<file path="config.mk">
export PLATFORM = sky130hd
export DESIGN_NAME = voice_prompt_flash_sequencer
export DESIGN_NICKNAME = d
export VERILOG_FILES = /design/src/hw/rtl/vpfs_pkg.sv /design/src/hw/rtl/voice_prompt_flash_sequencer.sv /design/src/hw/rtl/vpfs_ram.sv /design/src/hw/rtl/vpfs_list.sv
export SDC_FILE = /design/constraint.sdc
export NUM_CORES = 1
export LEC_CHECK = 0
export ABC_AREA = 1
export BUFFER_PORTS_ARGS = -buffer_cell sky130_fd_sc_hd__buf_2
export CORE_MARGIN = 2
export CORE_UTILIZATION = 56
export DETAILED_ROUTE_END_ITERATION = 10
export PLACE_DENSITY = 0.76
export SYNTH_ARGS = -nofsm -noshare
export SYNTH_HDL_FRONTEND = slang
export SYNTH_HIERARCHICAL = 1
export SYNTH_SLANG_ARGS = --single-unit
export TNS_END_PERCENT = 100
</file>
<file path="constraint.sdc">
create_clock -name clk -period 3.8 [get_ports clk]
set_clock_uncertainty 0.05 [all_clocks]
set_input_delay 0.38 -clock clk [delete_from_list [all_inputs] [get_ports clk]]
set_output_delay 0.38 -clock clk [all_outputs]
set_load 0.05 [all_outputs]
</file>
<file path="src/hw/rtl/vpfs_pkg.sv">
// shared types and constants of the voice prompt flash sequencer
`default_nettype none

package vpfs_pkg;

  localparam int LIST_DEPTH_DEF = 32;
  localparam logic [7:0] MAX_ID = 8'd254;
  localparam logic [7:0] NO_PROMPT = 8'hFF;
  localparam int INFO_BYTES = 8;
  localparam logic [23:0] ALL_ONES24 = 24'hFFFFFF;

  typedef enum logic [1:0] {
    CMD_ADD     = 2'd0,
    CMD_SERVICE = 2'd1,
    CMD_BYTE    = 2'd2,
    CMD_DISMISS = 2'd3
  } cmd_t;

  typedef enum logic [2:0] {
    ACT_NONE  = 3'd0,
    ACT_START = 3'd1,
    ACT_REQ   = 3'd2,
    ACT_PCM   = 3'd3,
    ACT_END   = 3'd4
  } action_t;

  // one list operation, applied when a word finishes
  typedef struct packed {
    logic       add;
    logic       pop;
    logic       clear;
    logic [7:0] id;
  } list_op_t;

  typedef struct packed {
    logic       empty;
    logic       full;
    logic       zero_nxt;
    logic [7:0] rd_id;
  } list_stat_t;

endpackage

`default_nettype wire

</file>
<file path="src/hw/rtl/voice_prompt_flash_sequencer.sv">
// top level: prompt playback sequencer with playlist, info parser and pcm pass-through
//
// input channel in_*: one word per command. in_tuser carries the command
// (add id, service step, flash byte arrives, dismiss playlist); in_tdata
// carries prompt id, flash byte and the sink ready flag.
// output channel out_*: exactly one word per input word. out_tuser is the
// action (none, start flash read, request byte, pcm byte out, end read);
// out_tdata carries flash address, pcm byte, all-done and overflow flags.
// each word is handled in order: first the playlist ram read is launched
// at the get index, then the command is applied and the output register
// loaded, once the registered read data of the playlist ram is ready.
// in_tready stays low from an accepted word until it has been applied.
// a result waiting in the output register does not block acceptance, but
// applying a command waits until the output register is free, so a
// stalled receiver holds the pipe after at most one word in flight.
// synchronous reset clears indices, address, length and phase; the
// playlist ram needs no clearing since only written entries are popped.
`default_nettype none

module voice_prompt_flash_sequencer
  import vpfs_pkg::*;
#(
  parameter int LIST_DEPTH = LIST_DEPTH_DEF
) (
  input  wire logic        clk,
  input  wire logic        rst_n,
  input  wire logic        in_tvalid,
  output logic             in_tready,
  input  wire logic [23:0] in_tdata,   // prompt_id, flash_data, sink_ready, zero pad
  input  wire logic [1:0]  in_tuser,   // cmd
  output logic             out_tvalid,
  input  wire logic        out_tready,
  output logic [39:0]      out_tdata,  // flash_address, pcm_byte, all_done, list_overflow, pad
  output logic [2:0]       out_tuser   // action
);

  typedef enum logic [2:0] {
    PH_IDLE,
    PH_INFO_REQ,
    PH_INFO_WAIT,
    PH_INFO_END,
    PH_PCM_WAIT
  } phase_t;

  // positions inside the info block
  localparam logic [2:0] POS_ADDR_HI = 3'd1;
  localparam logic [2:0] POS_LEN_HI  = 3'd4;
  localparam logic [2:0] POS_LAST    = 3'(INFO_BYTES - 1);

  phase_t      phase_r, phase_nxt;
  logic [23:0] addr_r, addr_nxt;
  logic [23:0] len_r, len_nxt;
  logic [2:0]  cnt_r, cnt_nxt;

  logic        busy_r;
  cmd_t        cmd_r;
  logic [7:0]  pid_r, fdata_r;
  logic        sready_r;

  logic        out_valid_r;
  action_t     out_act_r;
  logic [39:0] out_data_r;

  action_t     act;
  logic [23:0] fa;
  logic [7:0]  pcm, id;
  logic        ovf, done;

  logic        in_fire, step_en;
  list_op_t    op;
  list_stat_t  stat;

  assign in_tready = !busy_r;
  assign in_fire   = in_tvalid && in_tready;
  assign step_en   = busy_r && (!out_valid_r || out_tready);

  vpfs_list #(
    .LIST_DEPTH (LIST_DEPTH)
  ) u_list (
    .clk   (clk),
    .rst_n (rst_n),
    .rd_en (in_fire),
    .op    (op),
    .stat  (stat)
  );

  always_comb begin
    phase_nxt = phase_r;
    addr_nxt  = addr_r;
    len_nxt   = len_r;
    cnt_nxt   = cnt_r;
    act       = ACT_NONE;
    fa        = '0;
    pcm       = '0;
    ovf       = 1'b0;
    op        = '0;
    op.id     = pid_r;
    id        = stat.empty ? NO_PROMPT : stat.rd_id;
    unique case (cmd_r)
      CMD_ADD: begin
        op.add = step_en;
        ovf    = stat.full;
      end
      CMD_DISMISS: begin
        op.clear = step_en;
      end
      CMD_BYTE: begin
        if (phase_r == PH_INFO_WAIT) begin
          case (cnt_r)
            POS_ADDR_HI:      addr_nxt = {16'b0, fdata_r};
            3'd2, 3'd3:       addr_nxt = {addr_r[15:0], fdata_r};
            POS_LEN_HI:       len_nxt  = {16'b0, fdata_r};
            3'd5, 3'd6:       len_nxt  = {len_r[15:0], fdata_r};
            default:          ;
          endcase
          if (cnt_r == POS_LAST) begin
            if (addr_nxt == ALL_ONES24 || len_nxt == ALL_ONES24) begin
              addr_nxt = '0;
              len_nxt  = '0;
            end
            cnt_nxt   = '0;
            phase_nxt = PH_INFO_END;
          end else begin
            cnt_nxt   = cnt_r + 3'd1;
            phase_nxt = PH_INFO_REQ;
          end
        end else if (phase_r == PH_PCM_WAIT) begin
          act = ACT_PCM;
          pcm = fdata_r;
          if (len_r != '0) begin
            len_nxt = len_r - 24'd1;
          end
          phase_nxt = PH_IDLE;
        end
      end
      CMD_SERVICE: begin
        unique case (phase_r)
          PH_IDLE: begin
            if (len_r == '0) begin
              op.pop = step_en;
              if (id <= MAX_ID) begin
                act       = ACT_START;
                fa        = {13'b0, id, 3'b000};
                cnt_nxt   = '0;
                phase_nxt = PH_INFO_REQ;
              end else if (addr_r != '0) begin
                act      = ACT_START;
                fa       = addr_r;
                addr_nxt = '0;
              end else begin
                act = ACT_END;
              end
            end else if (addr_r != '0) begin
              act      = ACT_START;
              fa       = addr_r;
              addr_nxt = '0;
            end else if (sready_r) begin
              act       = ACT_REQ;
              phase_nxt = PH_PCM_WAIT;
            end
          end
          PH_INFO_REQ: begin
            act       = ACT_REQ;
            phase_nxt = PH_INFO_WAIT;
          end
          PH_INFO_END: begin
            act       = ACT_END;
            phase_nxt = PH_IDLE;
          end
          default: ;
        endcase
      end
      default: ;
    endcase
    done = stat.zero_nxt && (len_nxt == '0);
  end

  always_ff @(posedge clk) begin
    if (!rst_n) begin
      phase_r     <= PH_IDLE;
      addr_r      <= '0;
      len_r       <= '0;
      cnt_r       <= '0;
      busy_r      <= 1'b0;
      out_valid_r <= 1'b0;
    end else begin
      if (in_fire) begin
        busy_r   <= 1'b1;
        cmd_r    <= cmd_t'(in_tuser);
        pid_r    <= in_tdata[7:0];
        fdata_r  <= in_tdata[15:8];
        sready_r <= in_tdata[16];
      end
      if (step_en) begin
        busy_r      <= 1'b0;
        phase_r     <= phase_nxt;
        addr_r      <= addr_nxt;
        len_r       <= len_nxt;
        cnt_r       <= cnt_nxt;
        out_valid_r <= 1'b1;
        out_act_r   <= act;
        out_data_r  <= {6'b0, ovf, done, pcm, fa};
      end else if (out_tready) begin
        out_valid_r <= 1'b0;
      end
    end
  end

  assign out_tvalid = out_valid_r;
  assign out_tuser  = out_act_r;
  assign out_tdata  = out_data_r;

endmodule

`default_nettype wire

</file>
<file path="src/hw/rtl/vpfs_ram.sv">
// generic single-write, single-read ram with registered read data
`default_nettype none

module vpfs_ram #(
  parameter int WIDTH = 8,
  parameter int DEPTH = 32
) (
  input  wire logic                     clk,
  input  wire logic                     we,
  input  wire logic [$clog2(DEPTH)-1:0] waddr,
  input  wire logic [WIDTH-1:0]         wdata,
  input  wire logic                     re,
  input  wire logic [$clog2(DEPTH)-1:0] raddr,
  output logic      [WIDTH-1:0]         rdata
);

  logic [WIDTH-1:0] mem [DEPTH];
  logic [WIDTH-1:0] rdata_r;

  always_ff @(posedge clk) begin
    if (we) begin
      mem[waddr] <= wdata;
    end
    if (re) begin
      rdata_r <= mem[raddr];
    end
  end

  assign rdata = rdata_r;

endmodule

`default_nettype wire

</file>
<file path="src/hw/rtl/vpfs_list.sv">
// append-only playlist: put and get indices around the playlist ram
`default_nettype none

module vpfs_list
  import vpfs_pkg::*;
#(
  parameter int LIST_DEPTH = LIST_DEPTH_DEF
) (
  input  wire logic       clk,
  input  wire logic       rst_n,
  input  wire logic       rd_en,
  input  wire list_op_t   op,
  output list_stat_t      stat
);

  localparam int IW = $clog2(LIST_DEPTH + 1);
  localparam int AW = $clog2(LIST_DEPTH);

  logic [IW-1:0] put_r, put_nxt;
  logic [IW-1:0] get_r, get_nxt;
  logic          empty, full, wr_en;
  logic [7:0]    rd_id;

  assign full  = put_r >= IW'(LIST_DEPTH);
  assign empty = (get_r == put_r) || (get_r >= IW'(LIST_DEPTH));
  assign wr_en = op.add && !full;

  always_comb begin
    put_nxt = put_r;
    get_nxt = get_r;
    if (op.clear) begin
      put_nxt = '0;
      get_nxt = '0;
    end else if (wr_en) begin
      put_nxt = put_r + 1'b1;
    end else if (op.pop) begin
      if (empty) begin
        put_nxt = '0;
        get_nxt = '0;
      end else begin
        get_nxt = get_r + 1'b1;
      end
    end
  end

  always_ff @(posedge clk) begin
    if (!rst_n) begin
      put_r <= '0;
      get_r <= '0;
    end else begin
      put_r <= put_nxt;
      get_r <= get_nxt;
    end
  end

  // read is launched when a word is taken, data is ready the cycle after
  vpfs_ram #(
    .WIDTH (8),
    .DEPTH (LIST_DEPTH)
  ) u_ram (
    .clk   (clk),
    .we    (wr_en),
    .waddr (put_r[AW-1:0]),
    .wdata (op.id),
    .re    (rd_en),
    .raddr (get_r[AW-1:0]),
    .rdata (rd_id)
  );

  assign stat.empty    = empty;
  assign stat.full     = full;
  assign stat.zero_nxt = (put_nxt == '0) && (get_nxt == '0);
  assign stat.rd_id    = rd_id;

endmodule

`default_nettype wire

</file>
* Word-level counts from Yosys, hierarchy flattened
Memories as Yosys holds them, arrays and structs flattened. A register that Yosys moved wholly into a read port is not among the register bits.
Index checks and enable logic that the tools add are counted.
Widths: inputs -> output; s select.
** Word-level totals
- Register bits :: 124
- Bits in writable memories :: 256
- Input port bits :: 30
- Output and inout bits :: 45
- Word-level logic and storage cells :: 151
- Memories :: 1
** Cells by class
- Add/subtract/negate cells :: 4
- Order comparisons :: 3
- Equal/unequal tests :: 27
- Mux-type cells :: 65
- Bitwise logic cells :: 3
- Reductions and logical operators :: 31
** Memory list
- u_list.u_ram.mem :: depth 32, width 8, rd ports 1, clocked after Yosys merged registers in 1, wr ports 1, RTL line vpfs_ram.sv:17 : logic [WIDTH-1:0] mem [DEPTH];
** Operators with widths (count)
- $mux 24 :: 20
- $pmux 24 s2 :: 3
- $eq 24x24->1 const B :: 2
- $logic_not 24->1 :: 2
- $mux 6 :: 8
- $reduce_bool 24->1 :: 2
- $mux 3 :: 14
- $sub 24x1->24 const B :: 1
- $pmux 3 s2 :: 3
- $pmux 3 s3 :: 2
- $eq 3x3->1 const B :: 5
- $add 6x1->6 const B :: 2
- $eq 3x2->1 const B :: 4
- $ge 6x6->1 const B :: 2
- $logic_not 6->1 :: 2
- $ne 4x4->1 const B :: 3
- $mux 2 :: 5
- $mux 1 :: 9
- $le 8x8->1 const B :: 1
- $mux 8 :: 1
- $ne 2x2->1 const B :: 4
- $reduce_and 7->1 :: 1
- $eq 3x1->1 const B :: 2
- $eq 6x6->1 :: 1
- 17 further kinds :: 34

* Depth between registers and ports, before layout
- Depth after elaboration :: 13
- Gate-level depth with buffers :: 25
- Gate-level depth less buffers :: 24

* Cells and area by module
Netlist, hierarchy kept.
** Modules (own cells, without submodules)
- vpfs_ram :: times used 1, cells each 922, area an instance 10866.7 µm², seq. area each 7927.6 µm²
- voice_prompt_flash_sequencer :: times used 1, cells each 1021, area an instance 6881.6 µm², seq. area each 2802.7 µm²
- vpfs_list :: times used 1, cells each 142, area an instance 870.8 µm², seq. area each 240.2 µm²

* Worst setup path after synthesis
OpenSTA, ideal clock, no wires.
- Kind :: register -> register
- From :: register out_valid_r (netlist: out_tvalid)
- To :: register len_r[11]
- Setup time :: 0.075 ns
- Arrival :: 3.716 ns
- Data required time :: 3.675 ns
- Setup slack :: -0.041 ns
- Cell stages (with the launch flop) :: 7
- Clock period less this slack :: 3.841 ns
- Cell sequence :: dfxtp_1 nand2_1 nand2_1 nor2_1 clkinv_1 clkbuf_1 o22ai_1
** Between the ends
- Word-level cells in the longest chain between the ends :: 3
** RTL lines
- from (decl) :: RTL line voice_prompt_flash_sequencer.sv:60 : logic out_valid_r;
- from (signal assigned) :: RTL line voice_prompt_flash_sequencer.sv:185 : out_valid_r <= 1'b0;
- from (signal assigned) :: RTL line voice_prompt_flash_sequencer.sv:200 : out_valid_r <= 1'b1;
- from (signal assigned) :: RTL line voice_prompt_flash_sequencer.sv:204 : out_valid_r <= 1'b0;
- $logic_not 1->1 :: RTL line voice_prompt_flash_sequencer.sv:75 : assign step_en = busy_r && (!out_valid_r || out_tready);
- $logic_or 1x1->1 :: RTL line voice_prompt_flash_sequencer.sv:75
- $logic_and 1x1->1 :: RTL line voice_prompt_flash_sequencer.sv:75
- to (signal assigned) :: RTL line voice_prompt_flash_sequencer.sv:198 : len_r <= len_nxt;
- to (decl) :: RTL line voice_prompt_flash_sequencer.sv:52 : logic [23:0] len_r, len_nxt;
No other way between the ends.
A chain may end at the register's enable or synchronous reset.

==> reports/metrics.cfg <==
[min_path]
worstHoldPathType = in -> reg

[power_and_ir_drop]
power_density_nw_per_um2 = 456
total_leakage_power_nw = 8.07
irDropWorstVdd_v = 0.000497

[run_status]
status = finished clean

[worst_setup_path]
crit_family = simple AND/OR/NAND/NOR gates
cp_max_fo = 7
crit_type = reg -> reg
end_kind = flop
crit_buf_inv = 3
crit_arrival_ns = 3.91
slowest_stage = dfxtp_1
crit_chain = inv_1 -> ha_1 -> nand2_1 -> nor3_2 -> nand2_1 -> nor3_4 -> inv_1 -> a21oi_4 -> nand3_1 -> and3_1 -> nand2_1 -> nand2_1 -> a21oi_2 -> nand2_1 -> nor2_2 -> inv_1 -> nor2_1 -> nand2_1 -> nor2_1 -> nand3_1 -> nor2_1
slowest_delay_ns = 0.33
cp-start-kind = flop
critPathRequiredTime_ns = 4.17
crit_top_cell = nand2_1

[logic_synthesis]
syn_inst = 2085
synth_top_area_cell = edfxtp_1
ys_top_cells_by_count = nand2_1 (742), edfxtp_1 (320), nand3_1 (274), nor2_1 (187), inv_1 (141)
synth.distinct_cells = 43
ys_top_cells_by_area = edfxtp_1 (52%), nand2_1 (15%), nand3_1 (7.4%)
yosys_warnings = 6
yosysTopAreaCellShare_pct = 51.6
synth_edf_count = 320
ys_seq_area_share_pct = 58.9
yosysMostFrequentCell = nand2_1
synth_flop_cell = edfxtp_1
ys_seq_elements = 388
syn_area_um2 = 18600
syn_area_per_cell_um2 = 8.93
ys_async_sr_fraction_pct = 0

[finish]
multi_input_area_um2 = 6450
seqCellArea_um2 = 11000
areaGrowthSynthToFinish_pct = 11.7
fin_nets = 2211
finalNonFillerCells = 2640
drive_gt1_share_pct = 9.46
num_antenna_cells = 0
fill_cells = 2672
final_cell_area_um2 = 20800

[timing]
fin_ws_ns = 0.266
fin_crit_ns = 3.53
rsz0062_at_grt = false
drv_slew = 0
setup_tns_ns = 0
hold_viol_final = 0
relSlewSlack_pct = 12.9
fmax_mhz = 283
setup_viol = 0
tightest_slew_ns = 1.31
fin_crit_sh_pct = 93.0

[clocking]
cts_made_buffers = 41
cts-root-buf = clkbuf_16
htreeDepth = 2
cts_tree = yes
cts_buffer_depth = 3
cts.clk_slew.worst_paths_ns = 0.07
clock_sinks = 388
insertion_delay_ns = 0.56

[global_route]
grt_pass1_wl_um = 75800
grt_pass1_vias = 14200
grt_use_total_pct = 27.5
grt.overflow.total = 0
grt_start_max_net_pins = 125
antenna_found_initial = 0

[floorplanning]
io_pins = 75
die_area_um2 = 34700
die_x_um = 186
start_util_pct = 57.1
coreArea_um2 = 32600
die_y_um = 186
fp-row-count = 66

[detailed_routing]
num_vias = 15100
first_iter_violations = 1468
wl_um = 48300
vias_per_cell = 5.70
dr.pass1.iters = 6
postRouteAntennaNets = 0
wl_per_cell_um = 18.3
drc = 0

[place]
preCtsSetupSlack_ns = 0.231
io_buffers = 61
dpl.hpwl_um = 30800
gp_congestion = 0.990
place_area_um2 = 19200
dp.cells = 2546

[job]
drv_cap = 0

cells in the final DEF (no fill, tap or decap), drive strengths merged:
master       count
a31oi            7
inv            150
bufinv           4
a41oi            1
dfxtp           68
and3             1
o21ai           65
o22ai           20
a21boi           1
conb             6
nand3          278
a21oi           60
edfxtp         320
and2             1
nor4             6
nand4           15
dlygate4sd3     19
nor2           191
nand3b           1
a211oi           3
nand2          751
buf            111
o31ai            2
ha              15
nor3             9
or2              5
a22oi            1
clkbuf          57
xor2            12
clkinv          17
o21bai           1
power breakdown:
part / switching (mW) / leakage, nW / internal [mW]
Clock: 1.63 / 0.666 / 2.41
Sequential: 0.0546 / 3.45 / 4.64
Combinational: 0.543 / 3.96 / 0.208
sequential cells by signal, summed over array words and instances, names as in the netlist, 2 cells and up:
name,count
u_list/u_ram/mem,256
pid_r,8
addr_r,24
out_tdata,34
u_list/get_r,6
u_list/u_ram/rdata,8
cnt_r,3
out_tuser,3
len_r,24
phase_r,3
fdata_r,8
cmd_r,2
u_list/put_r,6
repair_timing:
action / 4_1_cts / 5_1_grt
hold endpoints to repair: 19 / 0
gates resized for setup: 0 / 3
setup endpoints to repair: 0 / 1
setup buffers: 0 / 0
hold buffers: 19 / 0
per-layer routing:
layer	wire, um	track usage, %	vias to the layer above	part of all wire (%)
met4	2200	13.2	0	4.5
met1	19500	36.8	7039	40
met2	22600	44.5	790	47
li1	-	-	7091	-
met5	0	0	-	0
met3	4080	4.06	133	8.4
worst paths after layout:
path                   end  startpoint  cells past startpoint  slack, ns
max          out_tdata[32]    len_r[0]                     21       0.27
min             phase_r[1]       rst_n                      3       0.10
max reg2reg  out_tdata[32]    len_r[0]                     21       0.27
min reg2reg     addr_r[17]  addr_r[17]                      2       0.43
worst reg2reg max path: cells and delay by family, from the launching register on:
family / cells / cell delay, ns
AND/OR/NAND/NOR: 15 / 2.09
flip-flops: 1 / 0.33
AO/OA/AOI/OAI: 2 / 0.33
buffers and inverters: 3 / 0.31
adder cells (fa/ha/maj): 1 / 0.29
cells by family after synthesis:
group | Yosys count | share of synthesized area (%)
other | 1 | 0.0201
adder cells (fa/ha/maj) | 15 | 1.01
buffers and inverters | 250 | 6.68
AND/OR/NAND/NOR | 1258 | 28.0
XOR/XNOR | 12 | 0.564
AO/OA/AOI/OAI | 161 | 4.76
flip-flops | 388 | 58.9
layout make-up:
type	instances	area share, %
flip-flops and latches	388	52.8
multi-input cells	1452	31.0
clock buffers	57	5.57
repair buffers	130	4.25
inverters	153	2.77
well taps	442	2.66
clock inverters	18	0.993
metrics by stage:
step	utilization [%]	total power, mW	hold WS, ns
2_1_floorplan	-	5.29	0.408
3_3_place_gp	59.0	5.48	0.423
6_report	63.8	9.48	0.100
4_1_cts	63.7	9.51	0.0775
3_5_place_dp	59.0	5.49	0.429
5_1_grt	63.8	9.77	0.0951
(Power assumes the default switching activity.)
